<file path="src/rtl/lr_pkg.sv">
`timescale 1ns / 1ps

package lr_pkg;

   // Operation codes carried on req_op
   localparam logic OP_START   = 1'b0;
   localparam logic OP_ADVANCE = 1'b1;

   // Direction and shape flags worked out when a line starts
   typedef struct packed {
      logic x_backward;
      logic y_backward;
      logic steep;
      logic degenerate;
   } line_flags_type;

endpackage

</file>
<file path="src/rtl/lr_setup.sv">
`timescale 1ns / 1ps

module lr_setup
   import lr_pkg::*;
#(
   parameter int COORD_BITS = 12
) (
   input  logic [COORD_BITS-1:0]        start_x,
   input  logic [COORD_BITS-1:0]        start_y,
   input  logic [COORD_BITS-1:0]        end_x,
   input  logic [COORD_BITS-1:0]        end_y,
   output line_flags_type               flags,
   output logic signed [COORD_BITS+2:0] decision,
   output logic signed [COORD_BITS+2:0] incr_one,
   output logic signed [COORD_BITS+2:0] incr_two
);

   localparam int DW = COORD_BITS + 3;

   logic [COORD_BITS-1:0] dx;
   logic [COORD_BITS-1:0] dy;
   logic signed [DW-1:0]  dx_s;
   logic signed [DW-1:0]  dy_s;
   logic signed [DW-1:0]  dx2;
   logic signed [DW-1:0]  dy2;

   always_comb begin
      dx = (end_x > start_x) ? (end_x - start_x) : (start_x - end_x);
      dy = (end_y > start_y) ? (end_y - start_y) : (start_y - end_y);
      dx_s = signed'({3'b000, dx});
      dy_s = signed'({3'b000, dy});
      dx2 = dx_s <<< 1;
      dy2 = dy_s <<< 1;

      // an axis with equal coordinates counts as backward; it never steps
      flags.x_backward = !(start_x < end_x);
      flags.y_backward = !(start_y < end_y);
      flags.steep      = dy > dx;
      flags.degenerate = (dx == '0) && (dy == '0);

      incr_two = dx2 - dy2;
      if (!flags.steep) begin
         decision = dx_s - dy2;
         incr_one = -dy2;
      end else begin
         decision = dx2 - dy_s;
         incr_one = dx2;
      end
   end

endmodule

</file>
<file path="src/rtl/line_rasterizer.sv">
`timescale 1ns / 1ps
// Bresenham line rasterizer, all octants.
// Latency: a result appears in the cycle after its transaction is accepted.
// Throughput: one transaction per cycle unless a held result waits on rsp_ready;
// each step is one add and one compare feeding the line state and the result register.
// Reset (synchronous, active high) drops any line in progress and empties the
// result register.

module line_rasterizer
   import lr_pkg::*;
#(
   parameter int COORD_BITS = 12
) (
   input  logic                  clock,
   input  logic                  reset,

   input  logic                  req_valid,
   output logic                  req_ready,
   input  logic                  req_op,
   input  logic [COORD_BITS-1:0] req_start_x,
   input  logic [COORD_BITS-1:0] req_start_y,
   input  logic [COORD_BITS-1:0] req_end_x,
   input  logic [COORD_BITS-1:0] req_end_y,
   input  logic [23:0]           req_color,

   output logic                  rsp_valid,
   input  logic                  rsp_ready,
   output logic                  rsp_valid_res,
   output logic [COORD_BITS-1:0] rsp_pixel_x,
   output logic [COORD_BITS-1:0] rsp_pixel_y,
   output logic [23:0]           rsp_pixel_color,
   output logic                  rsp_last
);

   localparam int DW = COORD_BITS + 3;

   // line state
   logic                  active_ff,     active_in;
   logic [COORD_BITS-1:0] cur_x_ff,      cur_x_in;
   logic [COORD_BITS-1:0] cur_y_ff,      cur_y_in;
   logic [COORD_BITS-1:0] target_x_ff,   target_x_in;
   logic [COORD_BITS-1:0] target_y_ff,   target_y_in;
   line_flags_type        flags_ff,      flags_in;
   logic signed [DW-1:0]  decision_ff,   decision_in;
   logic signed [DW-1:0]  incr_one_ff,   incr_one_in;
   logic signed [DW-1:0]  incr_two_ff,   incr_two_in;
   logic [23:0]           held_color_ff, held_color_in;

   // result register
   logic                  rsp_valid_ff;
   logic                  valid_res_ff,  valid_res_in;
   logic [COORD_BITS-1:0] pixel_x_ff,    pixel_x_in;
   logic [COORD_BITS-1:0] pixel_y_ff,    pixel_y_in;
   logic [23:0]           pixel_color_ff, pixel_color_in;
   logic                  last_ff,       last_in;

   line_flags_type        setup_flags;
   logic signed [DW-1:0]  setup_decision;
   logic signed [DW-1:0]  setup_incr_one;
   logic signed [DW-1:0]  setup_incr_two;

   logic                  req_fire;
   logic                  minor_step;
   logic                  decision_pos;
   logic [COORD_BITS-1:0] next_x;
   logic [COORD_BITS-1:0] next_y;

   lr_setup #(
      .COORD_BITS(COORD_BITS)
   ) u_setup (
      .start_x  (req_start_x),
      .start_y  (req_start_y),
      .end_x    (req_end_x),
      .end_y    (req_end_y),
      .flags    (setup_flags),
      .decision (setup_decision),
      .incr_one (setup_incr_one),
      .incr_two (setup_incr_two)
   );

   assign req_ready = !rsp_valid_ff || rsp_ready;
   assign req_fire  = req_valid && req_ready;

   always_comb begin
      decision_pos = !decision_ff[DW-1] && (decision_ff != '0);
      // shallow lines step y on a non-positive term, steep lines step x on a positive one
      minor_step   = flags_ff.steep ? decision_pos : !decision_pos;
      next_x = flags_ff.x_backward ? (cur_x_ff - COORD_BITS'(1)) : (cur_x_ff + COORD_BITS'(1));
      next_y = flags_ff.y_backward ? (cur_y_ff - COORD_BITS'(1)) : (cur_y_ff + COORD_BITS'(1));

      active_in     = active_ff;
      cur_x_in      = cur_x_ff;
      cur_y_in      = cur_y_ff;
      target_x_in   = target_x_ff;
      target_y_in   = target_y_ff;
      flags_in      = flags_ff;
      decision_in   = decision_ff;
      incr_one_in   = incr_one_ff;
      incr_two_in   = incr_two_ff;
      held_color_in = held_color_ff;

      valid_res_in   = 1'b0;
      pixel_x_in     = '0;
      pixel_y_in     = '0;
      pixel_color_in = '0;
      last_in        = 1'b0;

      if (req_op == OP_START) begin
         cur_x_in      = req_start_x;
         cur_y_in      = req_start_y;
         target_x_in   = req_end_x;
         target_y_in   = req_end_y;
         flags_in      = setup_flags;
         decision_in   = setup_decision;
         incr_one_in   = setup_incr_one;
         incr_two_in   = setup_incr_two;
         held_color_in = req_color;
         active_in     = !setup_flags.degenerate;

         valid_res_in   = 1'b1;
         pixel_x_in     = req_start_x;
         pixel_y_in     = req_start_y;
         pixel_color_in = req_color;
         last_in        = setup_flags.degenerate;
      end else if (active_ff) begin
         if (!flags_ff.steep) begin
            decision_in = decision_ff + (decision_pos ? incr_one_ff : incr_two_ff);
            cur_x_in    = next_x;
            if (minor_step) begin
               cur_y_in = next_y;
            end
            last_in = (next_x == target_x_ff);
         end else begin
            decision_in = decision_ff + (decision_pos ? incr_two_ff : incr_one_ff);
            cur_y_in    = next_y;
            if (minor_step) begin
               cur_x_in = next_x;
            end
            last_in = (next_y == target_y_ff);
         end
         active_in      = !last_in;
         valid_res_in   = 1'b1;
         pixel_x_in     = cur_x_in;
         pixel_y_in     = cur_y_in;
         pixel_color_in = held_color_ff;
      end
   end

   always_ff @(posedge clock) begin
      if (reset) begin
         active_ff    <= 1'b0;
         rsp_valid_ff <= 1'b0;
      end else begin
         if (req_fire) begin
            active_ff    <= active_in;
            rsp_valid_ff <= 1'b1;
         end else if (rsp_ready) begin
            rsp_valid_ff <= 1'b0;
         end
      end
   end

   always_ff @(posedge clock) begin
      if (req_fire) begin
         cur_x_ff       <= cur_x_in;
         cur_y_ff       <= cur_y_in;
         target_x_ff    <= target_x_in;
         target_y_ff    <= target_y_in;
         flags_ff       <= flags_in;
         decision_ff    <= decision_in;
         incr_one_ff    <= incr_one_in;
         incr_two_ff    <= incr_two_in;
         held_color_ff  <= held_color_in;
         valid_res_ff   <= valid_res_in;
         pixel_x_ff     <= pixel_x_in;
         pixel_y_ff     <= pixel_y_in;
         pixel_color_ff <= pixel_color_in;
         last_ff        <= last_in;
      end
   end

   assign rsp_valid       = rsp_valid_ff;
   assign rsp_valid_res   = valid_res_ff;
   assign rsp_pixel_x     = pixel_x_ff;
   assign rsp_pixel_y     = pixel_y_ff;
   assign rsp_pixel_color = pixel_color_ff;
   assign rsp_last        = last_ff;

   // a start whose endpoints coincide gives a single final pixel
   a_degenerate_start: assert property (@(posedge clock) disable iff (reset)
      req_fire && (req_op == OP_START) && (req_start_x == req_end_x)
         && (req_start_y == req_end_y)
      |=> rsp_valid && rsp_valid_res && rsp_last && !active_ff)
      else $error("degenerate line did not end at once");

   // an advance with no line in progress yields an empty result
   a_idle_advance: assert property (@(posedge clock) disable iff (reset)
      req_fire && (req_op == OP_ADVANCE) && !active_ff
      |=> rsp_valid && !rsp_valid_res && !rsp_last)
      else $error("advance without a line produced a pixel");

   // the held result and the line state agree on whether the line goes on
   a_last_ends_line: assert property (@(posedge clock) disable iff (reset)
      rsp_valid && rsp_valid_res |-> (rsp_last == !active_ff))
      else $error("last flag and active line disagree");

endmodule

</file>
<file path="config.mk">
export PLATFORM = sky130hd
export DESIGN_NAME = line_rasterizer
export DESIGN_NICKNAME = d
export VERILOG_FILES = /design/src/rtl/lr_pkg.sv /design/src/rtl/lr_setup.sv /design/src/rtl/line_rasterizer.sv
export SDC_FILE = /design/constraint.sdc
export NUM_CORES = 1
export LEC_CHECK = 0
export ABC_AREA = 1
export BUFFER_PORTS_ARGS = -buffer_cell sky130_fd_sc_hd__buf_2
export CAP_MARGIN = 0
export CORE_ASPECT_RATIO = 1.5
export CORE_MARGIN = 3
export CORE_UTILIZATION = 55
export CTS_BUF_LIST = sky130_fd_sc_hd__clkbuf_4 sky130_fd_sc_hd__clkbuf_8 sky130_fd_sc_hd__clkbuf_16
export DETAILED_ROUTE_END_ITERATION = 12
export GPL_ROUTABILITY_DRIVEN = 0
export GPL_TIMING_DRIVEN = 0
export PLACE_DENSITY = 0.75
export SLEW_MARGIN = 40
export SYNTH_ARGS = -nofsm -noshare
export SYNTH_HDL_FRONTEND = slang
export SYNTH_SLANG_ARGS = --single-unit
</file>
<file path="constraint.sdc">
create_clock -name clock -period 4.8 [get_ports clock]
set_clock_uncertainty 0.2 [all_clocks]
set_input_delay 0.24 -clock clock [delete_from_list [all_inputs] [get_ports clock]]
set_output_delay 0.24 -clock clock [all_outputs]
set_load 0.02 [all_outputs]
</file>
# ---- Word-level counts from Yosys, hierarchy flattened
# Cells that the tools add are included.
dict set report classes {
  muxes 36
  order_cmp 5
  n_eq_ne 3
  bitwise 1
  n_addsub 14
  reduce_logical 17
}
# op count
set op_table {}
lappend op_table {{$mux W12} 16}
lappend op_table {{$mux W15} 6}
lappend op_table {{$mux W24} 2}
lappend op_table {{$sub A12 B12 Y12} 4}
lappend op_table {{$gt A12 B12 Y1} 3}
lappend op_table {{$add A15 B15 Y15} 2}
lappend op_table {{$add A12 B1 Y12 const B} 2}
lappend op_table {{$eq A12 B12 Y1} 2}
lappend op_table {{$logic_not A12 Y1} 2}
lappend op_table {{$lt A12 B12 Y1} 2}
lappend op_table {{$sub A12 B1 Y12 const B} 2}
lappend op_table {{$neg A13 Y15} 1}
lappend op_table {{$reduce_bool A15 Y1} 1}
lappend op_table {{$sub A12 B13 Y14} 1}
lappend op_table {{$sub A13 B12 Y14} 1}
lappend op_table {{$sub A13 B13 Y14} 1}
lappend op_table {{$mux W13} 1}
lappend op_table {{$mux W1} 11}
lappend op_table {{$logic_not A1 Y1} 7}
lappend op_table {{$reduce_and A2 Y1} 2}
lappend op_table {{$logic_and A1 B1 Y1} 3}
lappend op_table {{$ne A2 B1 Y1 const B} 1}
lappend op_table {{$reduce_bool A2 Y1} 1}
lappend op_table {{$logic_or A1 B1 Y1} 1}
lappend op_table {{$not A1 Y1} 1}
dict set report word_totals {
  word_cells 95
  out_inout_bits 52
  ff_bits 172
}

# ---- Longest topological paths before layout
dict set report logic_depth {
  ltp_word 9
  depth_mapped 30
}

# ---- Hierarchy
# From an unflattened synthesis, not the netlist that was laid out.
dict set report hier_totals {
  hier_cells 1982
  area_unflattened_um2 14926.8
}
# mod seq_area_each_um2 area_per_inst_um2 cells_per_inst n_inst
set modules_own_cells {}
lappend modules_own_cells {line_rasterizer 5144.9 9127.5 930 1}
lappend modules_own_cells {lr_setup 0.0 5799.3 1052 1}

# ---- Worst setup path before layout
# Ideal clock, no wire load.
dict set report synth_path {
  path_type {flip-flop to flip-flop}
  start {register rsp_valid_ff (netlist: rsp_valid)}
  end {register flags_ff[1] (netlist name), enable pin}
  slack_ps 71
  setup_ps 515
  arrival_time_ps 4014
  stages_incl_launch_ff 4
  period_less_slack_ps 4729
  required_time_ps 4085
  cell_sequence {dfxtp_1 nand2_1 nand2_1 nor2_1}
}
dict set report synth_between {
  elab_chain_len 4
}
# element line
set synth_rtl {}
lappend synth_rtl {{start, declared} line_rasterizer.sv:50} ;# logic rsp_valid_ff;
lappend synth_rtl {{start signal, assigned} line_rasterizer.sv:152} ;# rsp_valid_ff <= 1'b0;
lappend synth_rtl {{start signal, assigned} line_rasterizer.sv:156} ;# rsp_valid_ff <= 1'b1;
lappend synth_rtl {{start signal, assigned} line_rasterizer.sv:158} ;# rsp_valid_ff <= 1'b0;
lappend synth_rtl {{$logic_not A1 Y1} line_rasterizer.sv:81} ;# assign req_ready = !rsp_valid_ff || rsp_ready;
lappend synth_rtl {{$logic_or A1 B1 Y1} line_rasterizer.sv:81}
lappend synth_rtl {{via req_ready} line_rasterizer.sv:18} ;# output logic req_ready,
lappend synth_rtl {{$logic_and A1 B1 Y1} line_rasterizer.sv:82} ;# assign req_fire = req_valid && req_ready;
lappend synth_rtl {{$reduce_and A2 Y1 (no source line)} n/a}
lappend synth_rtl {{end signal, assigned} line_rasterizer.sv:169} ;# flags_ff <= flags_in;
lappend synth_rtl {{end, declared} line_rasterizer.sv:43} ;# line_flags_type flags_ff, flags_in;
# The timed path passes the listed nets, and every way through them passes these cells.
# A chain may end at the register's enable or synchronous reset.

==> flow_summary.yaml <==
setup_path:
  r2r_end: "decision_ff[13]"
  endpoint_kind: "flip-flop"
  regToRegSetupSlack_ps: 420
  path_max_fanout: 10
  worstPathRequired_ps: 4790
  arrival_ps: 4600
  setup.worst_path.class: "input port to flip-flop"
  reg2reg_depth: 24
  startpoint_type: "input port"
  timing.rr.start: "decision_ff[7]"
finish:
  final_layout_size_suffix_gt1_frac: 0.145
  utilization: 0.672
  final_common_cell: "nand2_1"
  nets: 2212
  fillers: 2029
  mostFrequentLayoutCells: "510 x nand2_1, 206 x inv_1, 167 x edfxtp_1, 132 x buf_2, 117 x nand3_1"
  syn2layout_area_growth_pct: 19.0
  n_antenna_cell: 0
logic_synthesis:
  syn_inst: 1789
  syn_avg_cell_area_sq_um: 7.80
  synth_edf_count: 167
  synth.cell_area_sq_um: 14000
  yosysSeqAreaShare: 0.362
  synth_nets: 1987
  async_flop_share: 0
  ys.flop_type: "edfxtp_1"
  synth-seq-cells: 169
  yosysUniqueCellTypes: 57
  yosysWarnings: 0
detailed_routing:
  routedWlPerCell_um: 18.1
  drc: 0
  drt_wl_total_um: 42500
  drt_first_pass_iters: 7
  viasPerCell: 5.79
  vias: 13600
  drtIter0Drc: 1202
  postRouteAntennaNets: 0
sta:
  worstMarginPinSlew_ps: 788
  slew_headroom: 0.475
  fin_ws_ps: 187
  fmaxAchievable_ghz: 0.217
  period_share: 0.961
  hold_violations: 0
  drv_slew: 0
  setup_viol: 0
  tns_ps: 0
  rsz0062_at_grt: "true"
  min_period_ps: 4610
pwr:
  finalPower_mw: 6.98
  vdd_drop_max_v: 0.000282
  power_density_nw_per_um2: 420
  p_leak_nw: 7.89
place:
  io_buffers: 128
  hpwlAfterDp_um: 32100
  pre_cts_ws_ps: -291
job:
  drv_cap: 0
die:
  fp.dieArea_sq_um: 27400
  rows: 70
  coreArea_sq_um: 24700
  die_height_um: 201
  start_util: 0.565
  io_pins: 129
  die_w_um: 136
clock_tree:
  cts_tree: "done"
  insertion_delay_ps: 450
  htree_levels: 4
  numCtsBuffers: 17
  path_clk_slew_ps: 70
  clockRootBuffer: "clkbuf_16"
  clockBufferDepth: 2
  cts.sinks: 169
global_routing:
  gr-total-overflow: 0
  grt_pass1_wl_um: 66700
  first_global_vias: 13600
  grt_antenna_before_repair: 0
  grt_usage: 0.309
  grt_max_degree: 45
min_path:
  hold_depth: 3
  holdCritStartpoint: "req_start_y[10]"
  hold_path_class: "input port to flip-flop"
  worstHoldEndpoint: "cur_y_ff[10]"
status:
  status: "complete, no violations"
-- how the worst max path moves through the flow --
stage	slack [ps]	endpoint	start	depth (start not counted)
after detailed placement	-290	decision_ff[13]	decision_ff[2]	26
after global placement	-1570	target_y_ff[6]	req_op	3
final	190	decision_ff[7]	req_end_y[11]	25
after floorplan	70	flags_ff[1]	rsp_valid	3
after global routing	-30	decision_ff[7]	req_start_x[3]	27
after CTS	8	decision_ff[7]	req_end_x[6]	29
-- flip-flops by register name, summed over array words and instances (netlist names) --
| register | flops |
|---|---|
| held_color_ff | 24 |
| rsp_pixel_color | 24 |
| decision_ff | 15 |
| incr_one_ff | 14 |
| incr_two_ff | 13 |
| cur_x_ff | 12 |
| cur_y_ff | 12 |
| rsp_pixel_x | 12 |
| rsp_pixel_y | 12 |
| target_x_ff | 12 |
| target_y_ff | 12 |
| flags_ff | 3 |
| active_ff | 1 |
| rsp_last | 1 |
| rsp_valid | 1 |
| rsp_valid_res | 1 |
-- critical path, stage by stage --
cell           delay [ps]
dlygate4sd3_1         550
buf_2                 160
ha_1                  370
nand2_1               120
inv_2                  60
a21oi_1               280
nand3_4               210
nand2_8               150
buf_6                 170
o21ai_1               120
o21ai_4               100
xor2_4                380
ha_4                  240
nand2_1               140
nor2_1                140
nand4_1               100
nor2_1                140
nor2_1                 70
nand2_2                90
nand2_2                80
inv_2                 130
buf_6                 180
nand3_1               150
nand3_1               140
o21ai_1                90
-- timing repair --
action,4_1_cts,5_1_grt
buffers inserted,0,4
hold endpoints to repair,93,0
resized for setup,3,41
hold buffers,69,0
setup endpoints to repair,2,29
cloned,0,0
pin swaps,0,1
-- cell families (layout without fill, tap and decap cells) --
group,Yosys count,in the layout,synth area share
adder cells (fa/ha/maj),121,121,0.112
XOR/XNOR,83,83,0.0535
AND/OR/NAND/NOR,871,871,0.277
AO/OA/AOI/OAI,283,283,0.120
buffers and inverters,262,500,0.0748
flip-flops,169,169,0.362
-- metal layers --
layer,vias up,wire length (um),GRT usage
met5,-,0,0
met3,225,2850,0.0399
met1,6248,15000,0.331
met2,674,21400,0.556
met4,0,3330,0.203
li1,6465,-,-
-- area by class of cell --
| cell class | count | area [sq um] | area share |
|---|---|---|---|
| sequential | 169 | 5050 | 0.304 |
| clock buffer | 17 | 425 | 0.0256 |
| buffer | 33 | 188 | 0.0113 |
| clock inverter | 15 | 164 | 0.00987 |
| multi-input combinational | 1358 | 8020 | 0.483 |
| tap | 324 | 405 | 0.0244 |
| inverter | 227 | 858 | 0.0517 |
| timing repair buffer | 208 | 1480 | 0.0894 |
-- report_power, final --
part           switching, mW  leakage [nW]  internal [mW]
registers             0.0812          1.61           1.91
logic                   2.33          5.99           1.26
clock network          0.625         0.291          0.777
total                   3.04          7.89           3.94
-- cell usage after synthesis (all sizes together) (6+ instances only) --
master | count | area share
a211oi | 6 | 0.0032
a21o | 7 | 0.0038
a21oi | 120 | 0.044
a22o | 24 | 0.015
a31oi | 8 | 0.0036
buf | 15 | 0.0083
clkbuf | 20 | 0.0054
edfxtp | 167 | 0.36
fa | 7 | 0.010
ha | 114 | 0.10
inv | 226 | 0.061
nand2 | 545 | 0.15
nand3 | 125 | 0.050
nand3b | 13 | 0.0070
nand4 | 34 | 0.015
nor2 | 114 | 0.032
nor3 | 17 | 0.0080
nor4 | 6 | 0.0027
o211ai | 13 | 0.0070
o21ai | 86 | 0.032
o21bai | 10 | 0.0056
or2 | 8 | 0.0036
xnor2 | 28 | 0.018
xor2 | 55 | 0.036
-- stage by stage --
step                      hold WS, ps  instance area (sq um)  std cells
after detailed placement          236                  15100       2248
after CTS                        21.3                  16400       2348
final                            38.0                  16600       2351
after global routing             41.6                  16600       2351
after global placement            234                  15000       2241
after floorplan                   109                  14000       1789
No activity file was read; power rests on OpenSTA's default activity.
